## config.mk

```make
export PLATFORM = sky130hd
export DESIGN_NAME = euclid_gcd_step_count_top
export DESIGN_NICKNAME = d
export VERILOG_FILES = /design/src/hw/rtl/egsc_pkg.sv /design/src/hw/rtl/euclid_gcd_step_count_top.sv /design/src/hw/rtl/egsc_rem.sv /design/src/hw/rtl/egsc_dp.sv /design/src/hw/rtl/egsc_ctrl.sv
export VERILOG_INCLUDE_DIRS = /design/src /design/src/hw/rtl
export SDC_FILE = /design/constraint.sdc
export NUM_CORES = 1
export LEC_CHECK = 0
export ABC_AREA = 1
export BUFFER_PORTS_ARGS = -buffer_cell sky130_fd_sc_hd__buf_2
export CAP_MARGIN = 5
export CORE_MARGIN = 4
export CORE_UTILIZATION = 50
export CTS_CLUSTER_DIAMETER = 150
export DETAILED_ROUTE_END_ITERATION = 16
export PLACE_DENSITY = 0.69
export REMOVE_ABC_BUFFERS = 1
export SYNTH_ARGS = -nofsm -noshare
export SYNTH_HDL_FRONTEND = slang
export SYNTH_HIERARCHICAL = 1
export SYNTH_SLANG_ARGS = --single-unit
```

## constraint.sdc

```tcl
create_clock -name clk_i -period 11.9 [get_ports clk_i]
set_input_delay 1.785 -clock clk_i [delete_from_list [all_inputs] [get_ports clk_i]]
set_output_delay 1.785 -clock clk_i [all_outputs]
set_load 0.1 [all_outputs]
```

## src/hw/rtl/euclid_gcd_step_count_top_defines.svh

```systemverilog
// Assertion macros for the Euclid GCD step counter.
// Used by the top level only; needs clk_i and rst_ni in scope where expanded.
`ifndef EUCLID_GCD_STEP_COUNT_TOP_DEFINES_SVH
`define EUCLID_GCD_STEP_COUNT_TOP_DEFINES_SVH
`ifndef SYNTHESIS
// Same-cycle implication, checked on every rising clock edge out of reset.
`define EGSC_ASSERT_NOW(lbl, ante, cons, msg) \
  lbl: assert property (@(posedge clk_i) disable iff (!rst_ni) (ante) |-> (cons)) \
    else $error(msg);
// Next-cycle implication, checked on every rising clock edge out of reset.
`define EGSC_ASSERT_NEXT(lbl, ante, cons, msg) \
  lbl: assert property (@(posedge clk_i) disable iff (!rst_ni) (ante) |=> (cons)) \
    else $error(msg);
`else
`define EGSC_ASSERT_NOW(lbl, ante, cons, msg)
`define EGSC_ASSERT_NEXT(lbl, ante, cons, msg)
`endif
`endif

```

## src/hw/rtl/egsc_pkg.sv

```systemverilog
// Shared types and constants for the Euclid GCD step counter.
// No dependencies.
package egsc_pkg;

  // Operand width and derived widths.
  localparam int unsigned OperandWidth = 31;
  localparam int unsigned CountWidth   = 6;
  localparam logic [CountWidth-1:0] CountMax = {CountWidth{1'b1}};
  localparam int unsigned IterWidth    = (OperandWidth > 1) ? $clog2(OperandWidth) : 1;

  typedef logic [OperandWidth-1:0] operand_t;
  typedef logic [CountWidth-1:0]   count_t;

  // Input transaction.
  typedef struct packed {
    operand_t first_value;
    operand_t second_value;
  } egsc_in_t;

  // Result transaction.
  typedef struct packed {
    operand_t divisor;
    count_t   modulo_count;
  } egsc_out_t;

  // Commands from the controller to the datapath.
  typedef struct packed {
    logic load;
    logic div_start;
    logic step;
  } egsc_cmd_t;

  // Status from the datapath to the controller.
  typedef struct packed {
    logic small_zero;
    logic div_done;
    logic rem_zero;
  } egsc_stat_t;

  // Controller states.
  typedef enum logic [1:0] {
    ST_IDLE,
    ST_CHECK,
    ST_DIV,
    ST_DONE
  } egsc_state_e;

endpackage

```

## src/hw/rtl/euclid_gcd_step_count_top.sv

```systemverilog
// Top level of the Euclid GCD step counter: controller plus datapath.
// Depends on egsc_pkg, egsc_ctrl, egsc_dp and the assertion macro header.
//
// Channel   Ports                         Transaction taken when
// input     start, busy, operands_i       start high and busy low at a rising edge
// result    done_o, result_o              done_o high (one cycle, no back-pressure)
//
// Each Euclid round is a check in ST_CHECK, a run of the bit-serial remainder unit and
// an update of the operands; when an operand is zero no round is run. 31-bit operands
// need up to 44 rounds.
// busy stays high from acceptance until the cycle after the result strobe.
// Reset clears the controller and the remainder unit's sequencing only.
// The result receiver cannot stall; done_o marks the result for one cycle only.
`include "euclid_gcd_step_count_top_defines.svh"

module euclid_gcd_step_count_top (
  input  logic                clk_i,
  input  logic                rst_ni,
  input  logic                start,
  output logic                busy,
  input  egsc_pkg::egsc_in_t  operands_i,
  output logic                done_o,
  output egsc_pkg::egsc_out_t result_o
);
  import egsc_pkg::*;

  egsc_cmd_t  cmd;
  egsc_stat_t stat;

  // Sequencing.
  egsc_ctrl u_ctrl (
    .clk_i  (clk_i),
    .rst_ni (rst_ni),
    .start  (start),
    .busy   (busy),
    .done_o (done_o),
    .stat_i (stat),
    .cmd_o  (cmd)
  );

  // Operand registers and remainder unit.
  egsc_dp u_dp (
    .clk_i      (clk_i),
    .rst_ni     (rst_ni),
    .operands_i (operands_i),
    .cmd_i      (cmd),
    .stat_o     (stat),
    .result_o   (result_o)
  );

  // An accepted transaction makes the block busy in the next cycle.
  `EGSC_ASSERT_NEXT(a_accept_busy, start && !busy, busy, "accepted transaction did not raise busy")
  // After the result strobe the block is free again.
  `EGSC_ASSERT_NEXT(a_done_frees, done_o, !busy, "block still busy after result strobe")
  // A remainder run is only started while the datapath is not in a step.
  `EGSC_ASSERT_NOW(a_cmd_excl, cmd.div_start, !cmd.step && !cmd.load, "conflicting commands")

endmodule

```

## src/hw/rtl/egsc_rem.sv

```systemverilog
// Sequential remainder unit: restoring division, one dividend bit per cycle.
// Depends on egsc_pkg.
module egsc_rem (
  input  logic               clk_i,
  input  logic               rst_ni,
  input  logic               start_i,
  input  egsc_pkg::operand_t dividend_i,
  input  egsc_pkg::operand_t divisor_i,
  output logic               done_o,
  output egsc_pkg::operand_t remainder_o
);
  import egsc_pkg::*;

  localparam logic [IterWidth-1:0] LastIter = IterWidth'(OperandWidth - 1);

  logic                   run_q;
  logic                   done_q;
  logic [IterWidth-1:0]   iter_q;
  operand_t               dvd_q;
  operand_t               dvs_q;
  operand_t               rem_q;
  operand_t               rem_d;
  logic [OperandWidth:0]  trial;
  logic [OperandWidth:0]  diff;

  // Shift the next dividend bit in and subtract the divisor when it fits.
  always_comb begin
    trial = {rem_q, dvd_q[OperandWidth-1]};
    diff  = trial - {1'b0, dvs_q};
    if (trial >= {1'b0, dvs_q}) begin
      rem_d = diff[OperandWidth-1:0];
    end else begin
      rem_d = trial[OperandWidth-1:0];
    end
  end

  // Iteration control: one run of OperandWidth steps per start.
  always_ff @(posedge clk_i or negedge rst_ni) begin
    if (!rst_ni) begin
      run_q  <= 1'b0;
      done_q <= 1'b0;
      iter_q <= '0;
    end else if (start_i) begin
      run_q  <= 1'b1;
      done_q <= 1'b0;
      iter_q <= '0;
    end else if (run_q) begin
      iter_q <= iter_q + 1'b1;
      if (iter_q == LastIter) begin
        run_q  <= 1'b0;
        done_q <= 1'b1;
      end else begin
        done_q <= 1'b0;
      end
    end else begin
      done_q <= 1'b0;
    end
  end

  // Operand and partial remainder registers.
  always_ff @(posedge clk_i) begin
    if (start_i) begin
      dvd_q <= dividend_i;
      dvs_q <= divisor_i;
      rem_q <= '0;
    end else if (run_q) begin
      dvd_q <= {dvd_q[OperandWidth-2:0], 1'b0};
      rem_q <= rem_d;
    end
  end

  assign done_o      = done_q;
  assign remainder_o = rem_q;

endmodule

```

## src/hw/rtl/egsc_dp.sv

```systemverilog
// Datapath: operand registers, round counter and the shared remainder unit.
// Depends on egsc_pkg and egsc_rem.
module egsc_dp (
  input  logic                clk_i,
  input  logic                rst_ni,
  input  egsc_pkg::egsc_in_t  operands_i,
  input  egsc_pkg::egsc_cmd_t cmd_i,
  output egsc_pkg::egsc_stat_t stat_o,
  output egsc_pkg::egsc_out_t result_o
);
  import egsc_pkg::*;

  operand_t big_q;
  operand_t small_q;
  count_t   count_q;
  operand_t remainder;
  logic     div_done;
  logic     rem_zero;

  // Remainder of big by small.
  egsc_rem u_rem (
    .clk_i       (clk_i),
    .rst_ni      (rst_ni),
    .start_i     (cmd_i.div_start),
    .dividend_i  (big_q),
    .divisor_i   (small_q),
    .done_o      (div_done),
    .remainder_o (remainder)
  );

  assign rem_zero = (remainder == '0);

  // Load with the larger operand first; each round counts and moves down.
  always_ff @(posedge clk_i) begin
    if (cmd_i.load) begin
      if (operands_i.first_value < operands_i.second_value) begin
        big_q   <= operands_i.second_value;
        small_q <= operands_i.first_value;
      end else begin
        big_q   <= operands_i.first_value;
        small_q <= operands_i.second_value;
      end
      count_q <= '0;
    end else if (cmd_i.step) begin
      if (count_q != CountMax) begin
        count_q <= count_q + 1'b1;
      end
      if (!rem_zero) begin
        big_q   <= small_q;
        small_q <= remainder;
      end
    end
  end

  // Status back to the controller.
  assign stat_o.small_zero = (small_q == '0);
  assign stat_o.div_done   = div_done;
  assign stat_o.rem_zero   = rem_zero;

  // With a zero smaller operand the answer is the larger one.
  assign result_o.divisor      = (small_q == '0) ? big_q : small_q;
  assign result_o.modulo_count = count_q;

endmodule

```

## src/hw/rtl/egsc_ctrl.sv

```systemverilog
// Controller state machine sequencing the Euclid rounds.
// Depends on egsc_pkg.
module egsc_ctrl (
  input  logic                 clk_i,
  input  logic                 rst_ni,
  input  logic                 start,
  output logic                 busy,
  output logic                 done_o,
  input  egsc_pkg::egsc_stat_t stat_i,
  output egsc_pkg::egsc_cmd_t  cmd_o
);
  import egsc_pkg::*;

  egsc_state_e state_q;
  egsc_state_e state_d;

  // State register.
  always_ff @(posedge clk_i or negedge rst_ni) begin
    if (!rst_ni) begin
      state_q <= ST_IDLE;
    end else begin
      state_q <= state_d;
    end
  end

  // Next state.
  always_comb begin
    state_d = state_q;
    unique case (state_q)
      ST_IDLE: begin
        if (start) state_d = ST_CHECK;
      end
      ST_CHECK: begin
        if (stat_i.small_zero) begin
          state_d = ST_DONE;
        end else begin
          state_d = ST_DIV;
        end
      end
      ST_DIV: begin
        if (stat_i.div_done) begin
          if (stat_i.rem_zero) begin
            state_d = ST_DONE;
          end else begin
            state_d = ST_CHECK;
          end
        end
      end
      ST_DONE: begin
        state_d = ST_IDLE;
      end
      default: state_d = ST_IDLE;
    endcase
  end

  // Outputs and datapath commands.
  always_comb begin
    busy            = 1'b1;
    done_o          = 1'b0;
    cmd_o.load      = 1'b0;
    cmd_o.div_start = 1'b0;
    cmd_o.step      = 1'b0;
    unique case (state_q)
      ST_IDLE: begin
        busy       = 1'b0;
        cmd_o.load = start;
      end
      ST_CHECK: begin
        cmd_o.div_start = !stat_i.small_zero;
      end
      ST_DIV: begin
        cmd_o.step = stat_i.div_done;
      end
      ST_DONE: begin
        done_o = 1'b1;
      end
      default: busy = 1'b1;
    endcase
  end

endmodule

```

==> results_dict.tcl, run 1 <==
set metrics [dict create \
    die_x_um 167 \
    cellPowerDensity_mw_per_mm2 277 \
    port_buffers 103 \
    cts-resized-gates 0 \
    detail-route-antenna-nets 0 \
    drc_errors 0 \
    path_delay_family "simple AND/OR/NAND/NOR gates" \
    routed_wl_mm 31.7 \
    period_needed_ns 4.85 \
    first_iter_violations 749 \
    synth-seq-cells 170 \
    antennaDiodeCount 0 \
    place_area_mm2 0.0133 \
    clock_path_buffers 2 \
    hold_ws_ns 0.481 \
    p_leak_nw 7.24 \
    setup_viol 0 \
    worstSetupStartpointType "flop" \
    design_area_mm2 0.0139 \
    avgSynthCellArea_um2 7.29 \
    wl_per_cell_um 14.8 \
    fmax_mhz 206 \
    drive_gt1_share_pct 20.1 \
    numCtsBuffers 17 \
    dpl.hpwl_mm 23.0 \
    grt_pass1_wl_mm 53.4 \
    cts_tree "done" \
    vias 10968 \
    via_per_inst 5.11 \
    rows 57 \
    critPathMaxFanout 33 \
    crit_slowest_cell "nor4_1" \
    gp_congestion 0.952 \
    htree_levels 4 \
    tns_ns 0 \
    rsz0062_at_grt "false" \
    clk_latency_ns 0.44 \
    grt_max_degree 70 \
    arrival_ns 3.06 \
    finalHoldViolCount 0 \
    nNetsFinal 1940 \
    die_h_um 167 \
    die-area_mm2 0.0280 \
    worstMarginPinSlew_ns 0.987 \
    fillers 2404 \
    grtUsageTotal_pct 23.1 \
    cts_hold_buf 0 \
    root_buffer "clkbuf_16" \
    areaGrowthSynthToFinish_pct 9.66 \
    skew_ns 0.0259 \
    firstDrtPassIters 5 \
    ir_drop_uv 157 \
    crit_buf_inv 4 \
    netlist_area_mm2 0.0127 \
    ys_warn_count 6 \
    seq_area_frac_synth_pct 37.0 \
    hold_class "reg2reg" \
    relSlewSlack_pct 34.1 \
    start_util_pct 51.5 \
    status "complete, no violations" \
    clock_sinks 170 \
    cpPeakStageDelay_ns 0.65 \
    path_common_cell "nand2_1" \
    path_clk_slew_ns 0.07 \
    post_cts_buffers 0 \
    grt_antenna_before_repair 0 \
    ioPinCount 104 \
    slew_viol_final 0 \
    fin_crit_sh_pct 40.7 \
    worstPathCellList "inv_1 > nand4_1 > nor4_1 > nand2_1 > inv_1 > buf_4 > nand2_1 > nand2_1 > buf_2" \
    overflow 0 \
    critPathCaptureType "primary output" \
    ys_types 44 \
    drv_cap 0 \
    core_mm2 0.0246 \
    syn_inst 1737 \
    grt_pass1_vias 10731 \
    criticalPathCategory "reg2out" \
    required_ns 10.12 \
]
-- power breakdown --
| part | switching [mW] | internal (mW) | total, mW | leakage (nW) |
|---|---|---|---|---|
| combinational | 1.51 | 0.674 | 2.18 | 5.33 |
| clock | 0.242 | 0.333 | 0.575 | 0.273 |
| sequential | 0.147 | 0.949 | 1.10 | 1.64 |
| total | 1.90 | 1.96 | 3.85 | 7.24 |
-- per-stage QoR --
step                      power, mW  util, %  std cells  worst slack [ns]
after floorplan                2.76        -       1678              2.21
after global placement         3.23     54.0       2115              7.22
after detailed placement       3.27     54.0       2115              7.15
after CTS                      3.86     56.5       2147              7.00
after global routing           4.20     56.5       2147              6.87
final                          3.85     56.5       2147              7.05
-- cell type report --
type                            count  area [um^2]  area share [%]
Tap cell                          324          405            2.92
Multi-Input combinational cell   1196         6420            46.2
Timing Repair Buffer              113          591            4.25
Clock buffer                       19          433            3.12
Clock inverter                     13          170            1.22
Inverter                          312         1180            8.53
Sequential cell                   170         4690            33.8
-- state kept, by name, summed over array words and instances (netlist names) --
register	cells
u_dp/big_q	31
u_dp/small_q	31
u_dp/u_rem/dvd_q	31
u_dp/u_rem/dvs_q	31
u_dp/u_rem/remainder_o	31
u_dp/count_q	6
u_dp/u_rem/iter_q	5
u_ctrl/state_q	2
u_dp/u_rem/done_o	1
u_dp/u_rem/run_q	1
-- worst register-to-register path: stages (launching register included) --
cell,delay [ns]
edfxtp_1,0.44
inv_1,0.10
nand4_1,0.17
nor4_1,0.65
nand2_1,0.11
inv_1,0.07
buf_4,0.40
nor2_4,0.08
buf_4,0.40
nor2_2,0.87
inv_1,0.09
buf_4,0.37
o21ai_0,0.27
-- per-layer routing --
metal	track usage, %	wire [um]
met2	38.9	15000
met3	2.50	1610
met4	5.12	368
met1	32.4	14700
met5	0	0
-- logic make-up after synthesis --
family	count (synthesis)	share of synthesized area, %
adders and majority gates	65	6.48
xor gates and xnor gates	15	1.04
buffers and inverters	371	12.5
DFF	170	37.0
AOI/OAI and AO/OA	57	2.37
and+or+nand+nor	1059	40.6
-- cell usage in the layout (no fill, tap or decap), types with 10 or more instances in the layout --
master / count
o21ai_1: 12
nor2_1: 45
buf_2: 103
ha_1: 64
nand4_1: 18
nand3_1: 148
inv_1: 303
edfxtp_1: 124
nand3b_1: 16
a21oi_1: 29
xnor2_1: 13
dfxtp_1: 37
buf_4: 10
nand2_2: 128
nand3_2: 61
o21ai_0: 10
nor4_1: 11
clkbuf_16: 17
nand2_1: 594
nor2_2: 11
-- cells in the mapped netlist, drive strengths merged --
cell type  number  area [um^2]
clkbuf         15         56.3
nor3b           1         7.51
nand3b         16          120
and2            4         25.0
o31ai           1         7.51
a21oi          31          163
or2             1         6.26
bufinv          1         17.5
nand3         210         1370
o21ai          23          115
dfrtp           9          225
nand4          18          113
edfxtp        124         3720
buf            44          348
xnor2          13          114
dfxtp          37          741
clkinv          2         7.51
ha             64          801
nand2         727         3100
o21a            1         7.51
xor2            2         17.5
fa              1         20.0
nor4           11         68.8
and3            1         6.26
nor3           10         55.1
inv           309         1160
nor2           60          274
o21bai          1         7.51
-- final timing paths --
| kind | start | end | slack, ns | cells after the start |
|---|---|---|---|---|
| max | u_dp/small_q[21] | result_o[33] | 7.05 | 9 |
| max reg2reg | u_dp/small_q[21] | u_dp/u_rem/remainder_o[0] | 7.76 | 12 |
| min | u_dp/small_q[5] | u_dp/u_rem/dvs_q[5] | 0.48 | 0 |
| max in group asynchronous | rst_ni | u_dp/u_rem/run_q | 10.50 | 1 |
| min reg2reg | u_dp/small_q[5] | u_dp/u_rem/dvs_q[5] | 0.48 | 0 |
| min in group asynchronous | rst_ni | u_ctrl/state_q[0] | 1.20 | 1 |
Power figures use the tool's default switching activity.
==> inputs of run 2 (changes only) <==
PLACE_DENSITY = 0.71   (was 0.69)
clock period = 4.29 ns   (was 11.9 ns; I/O delays follow)
==> results_dict.tcl, run 2 (synthesized netlist as in run 1, its figures left out) <==
set metrics [dict create \
    tns_ns 0 \
    routed_wl_mm 32.9 \
    arrival_ns 3.19 \
    period_needed_ns 3.83 \
    numCtsBuffers 17 \
    crit_buf_inv 4 \
    via_per_inst 5.09 \
    cpPeakStageDelay_ns 0.68 \
    relSlewSlack_pct 25.3 \
    nNetsFinal 1942 \
    hold_ws_ns 0.0551 \
    grt_antenna_before_repair 0 \
    setup_viol 0 \
    areaGrowthSynthToFinish_pct 9.34 \
    pre_cts_ws_ns 0.918 \
    worstPathCellList "inv_1 > nand4_1 > nor4_1 > nand2_1 > inv_1 > buf_4 > nand2_1 > nand2_1 > buf_2" \
    worstSetupStartpointType "flop" \
    hold_class "in2async" \
    p_leak_nw 7.24 \
    status "complete, no violations" \
    ioPinCount 104 \
    cellPowerDensity_mw_per_mm2 767 \
    die_x_um 167 \
    final_cell_mix "nand2_1 (594), inv_1 (303), nand3_1 (148)" \
    path_common_cell "nand2_1" \
    post_cts_buffers 0 \
    firstDrtPassIters 5 \
    gp_congestion 0.924 \
    path_delay_family "simple AND/OR/NAND/NOR gates" \
    rows 57 \
    design_area_mm2 0.0139 \
    total_power_mw 10.6 \
    clock_sinks 170 \
    finalHoldViolCount 0 \
    critPathCaptureType "primary output" \
    die_h_um 167 \
    critPathMaxFanout 33 \
    place_area_mm2 0.0133 \
    required_ns 3.65 \
    fin_crit_sh_pct 89.3 \
    grt_pass1_wl_mm 54.3 \
    grt_max_degree 69 \
    port_buffers 103 \
    htree_levels 4 \
    rsz0062_at_grt "false" \
    placedCellCount 2117 \
    path_clk_slew_ns 0.07 \
    root_buffer "clkbuf_16" \
    fin_util_pct 56.3 \
    final_common_cell "nand2_1" \
    drc_errors 0 \
    overflow 0 \
    detail-route-antenna-nets 0 \
    antennaDiodeCount 0 \
    grtUsageTotal_pct 23.7 \
    fmax_mhz 261 \
    start_util_pct 51.5 \
    ir_drop_uv 346 \
    worstMarginPinSlew_ns 1.12 \
    setup_slack_ns 0.461 \
    core_mm2 0.0246 \
    crit_slowest_cell "nor4_1" \
    cts-resized-gates 0 \
    fin_cells 2149 \
    first_iter_violations 859 \
    fillers 2388 \
    drv_cap 0 \
    r2r_slack_ns 0.97 \
    slew_viol_final 0 \
    grt_pass1_vias 10817 \
    vias 10949 \
    wl_per_cell_um 15.3 \
    skew_ns 0.0115 \
    drive_gt1_share_pct 20.1 \
    dpl.hpwl_mm 23.9 \
    die-area_mm2 0.0280 \
    criticalPathCategory "reg2out" \
    clk_latency_ns 0.44 \
    cts_hold_buf 0 \
    clock_path_buffers 2 \
    cts_tree "done" \
]
## run 2: layout make-up
type | instances | area [um^2] | area share [%]
Inverter | 312 | 1180 | 8.55
Multi-Input combinational cell | 1196 | 6420 | 46.3
Clock buffer | 20 | 437 | 3.15
Clock inverter | 12 | 114 | 0.822
Sequential cell | 170 | 4690 | 33.8
Timing Repair Buffer | 115 | 606 | 4.37
Tap cell | 324 | 405 | 2.93
## run 2: worst paths after layout
kind / start / to / depth (start not counted)
setup / recovery: u_dp/small_q[12] / result_o[13] / 9
hold / removal: rst_ni / u_dp/u_rem/done_o / 1
setup reg to reg: u_dp/small_q[12] / u_dp/u_rem/dvd_q[14] / 10
hold reg to reg: u_dp/small_q[24] / u_dp/u_rem/dvs_q[24] / 0
max in group asynchronous: rst_ni / u_dp/u_rem/iter_q[3] / 1
min in group clk_i: u_dp/small_q[24] / u_dp/u_rem/dvs_q[24] / 0
## run 2: layer usage
layer	up-vias	share of wire [%]	global-route usage [%]
li1	5571	-	-
met1	5083	46	32.3
met2	277	48	40.3
met3	18	4.9	3.91
met4	0	0.79	4.62
met5	-	0	0
## run 2: report_power, final
| part | internal [mW] | switching, mW | leakage (nW) |
|---|---|---|---|
| Clock | 0.805 | 0.680 | 0.258 |
| Combinational | 1.87 | 4.21 | 5.34 |
| Sequential | 2.63 | 0.422 | 1.64 |
| Total | 5.31 | 5.32 | 7.24 |
==> inputs of run 3 (changes only) <==
CELL_PAD_IN_SITES_DETAIL_PLACEMENT = 0   (was unset)
CELL_PAD_IN_SITES_GLOBAL_PLACEMENT = 1   (was unset)
CORE_UTILIZATION = 41   (was 50)
PLACE_DENSITY = unset   (was 0.71)
PLACE_DENSITY_LB_ADDON = 0.1   (was unset)
==> results_dict.tcl, run 3 (synthesized netlist as in run 1, its figures left out) <==
set metrics [dict create \
    status "complete, no violations" \
    crit_slowest_cell "edfxtp_1" \
    ir_drop_uv 331 \
    setup_viol 0 \
    post_cts_buffers 0 \
    criticalPathCategory "reg2out" \
    r2r_slack_ns 1.42 \
    critPathMaxFanout 33 \
    period_needed_ns 3.26 \
    rsz0062_at_grt "false" \
    crit_buf_inv 4 \
    path_common_cell "nand2_1" \
    firstDrtPassIters 5 \
    grtUsageTotal_pct 20.6 \
    drv_cap 0 \
    first_iter_violations 652 \
    worstPathCellList "inv_1 > nand4_1 > nor4_1 > nand2_1 > inv_1 > buf_12 > nand2_1 > nand2_1 > buf_2" \
    r2r_cells 14 \
    r2r-end "u_dp/u_rem/remainder_o[20]" \
    clk_latency_ns 0.43 \
    final_common_cell "nand2_1" \
    clock_path_buffers 2 \
    endpoint "result_o[29]" \
    start_util_pct 41.5 \
    cts-resized-gates 0 \
    die-area_mm2 0.0338 \
    crit_cells 9 \
    fillers 3176 \
    hold_class "in2async" \
    detail-route-antenna-nets 0 \
    overflow 0 \
    gp_congestion 0.889 \
    p_leak_nw 7.28 \
    root_buffer "clkbuf_16" \
    die_x_um 184 \
    numCtsBuffers 17 \
    cpPeakStageDelay_ns 0.45 \
    drc_errors 0 \
    vias 10723 \
    htree_levels 4 \
    relSlewSlack_pct 47.0 \
    final_cell_mix "nand2_1 (594), inv_1 (303), nand3_1 (148)" \
    cts_tree "done" \
    grt_pass1_wl_mm 55.8 \
    finalHoldViolCount 0 \
    worstSetupStartpointType "flop" \
    total_power_mw 10.8 \
    cts_hold_buf 0 \
    required_ns 3.65 \
    critPathLaunch "u_dp/small_q[0]" \
    grt_max_degree 63 \
    r2r-start "u_dp/u_rem/dvs_q[0]" \
    clock_sinks 170 \
    multiInputGateArea_mm2 0.00642 \
    fmax_mhz 307 \
    core_mm2 0.0305 \
    via_per_inst 4.82 \
    cellPowerDensity_mw_per_mm2 768 \
    areaGrowthSynthToFinish_pct 10.7 \
    design_area_mm2 0.0140 \
    dpl.hpwl_mm 25.8 \
    grt_antenna_before_repair 0 \
    ioPinCount 104 \
    die_h_um 184 \
    antennaDiodeCount 0 \
    seq_area_mm2 0.00469 \
    critPathCaptureType "primary output" \
    drive_gt1_share_pct 20.1 \
    grt_pass1_vias 10516 \
    hold_ws_ns 0.0476 \
    wl_per_cell_um 15.4 \
    port_buffers 103 \
    worstMarginPinSlew_ns 0.792 \
    routed_wl_mm 34.2 \
    path_delay_family "buffers and inverters" \
    place_area_mm2 0.0135 \
    slew_viol_final 0 \
    fin_crit_sh_pct 76.0 \
    path_clk_slew_ns 0.07 \
    skew_ns 0.00929 \
    rows 64 \
    nNetsFinal 1944 \
    arrival_ns 2.62 \
]
-- run 3: changes by cell type in the layout (fill, tap and decap cells not counted), sizes merged --
cell | before | now
buf | 115 | 117
clkinvlp | 4 | 2
inv | 314 | 315
clkinv | 4 | 5
clkbuf | 20 | 21
bufinv | 2 | 1
-- run 3: layout make-up --
cell class,instances,share of cell area (%)
clock inverter,11,0.571
timing repair buffer,117,4.78
multi-input combinational,1196,45.8
tap,396,3.53
clock buffer,21,3.44
inverter,312,8.45
sequential,170,33.4
-- run 3: layer usage --
| metal | global-route usage, % | share of wire (%) | vias to the layer above |
|---|---|---|---|
| met5 | 0 | 0 | - |
| met4 | 5.00 | 1.4 | 0 |
| met3 | 2.37 | 3.5 | 28 |
| met2 | 32.9 | 45 | 212 |
| met1 | 30.0 | 51 | 4902 |
| li1 | - | - | 5581 |
-- run 3: stage by stage --
step / setup slack (ns) / util, % / setup TNS (ns) / cells
6_report: 1.03 / 46.0 / 0 / 2223
5_1_grt: 0.829 / 46.0 / 0 / 2223
4_1_cts: 0.967 / 46.0 / 0 / 2223
3_5_place_dp: 1.09 / 44.1 / 0 / 2191
3_3_place_gp: 1.12 / 44.1 / 0 / 2191
2_1_floorplan: -4.55 / - / -500.04 / 1678
-- run 3: worst min-delay path by stage --
stage,from,end,slack [ns]
4_1_cts,rst_ni,u_dp/u_rem/iter_q[2],0.04
6_report,rst_ni,u_dp/u_rem/iter_q[2],0.05
2_1_floorplan,rst_ni,u_ctrl/state_q[0],0.35
3_3_place_gp,u_dp/small_q[27],u_dp/u_rem/dvs_q[27],0.47
5_1_grt,rst_ni,u_dp/u_rem/iter_q[2],0.04
3_5_place_dp,u_dp/small_q[12],u_dp/u_rem/dvs_q[12],0.47
-- run 3: power breakdown --
group	internal (mW)	switching, mW
logic	1.91	4.27
clock network	0.816	0.687
registers	2.63	0.452
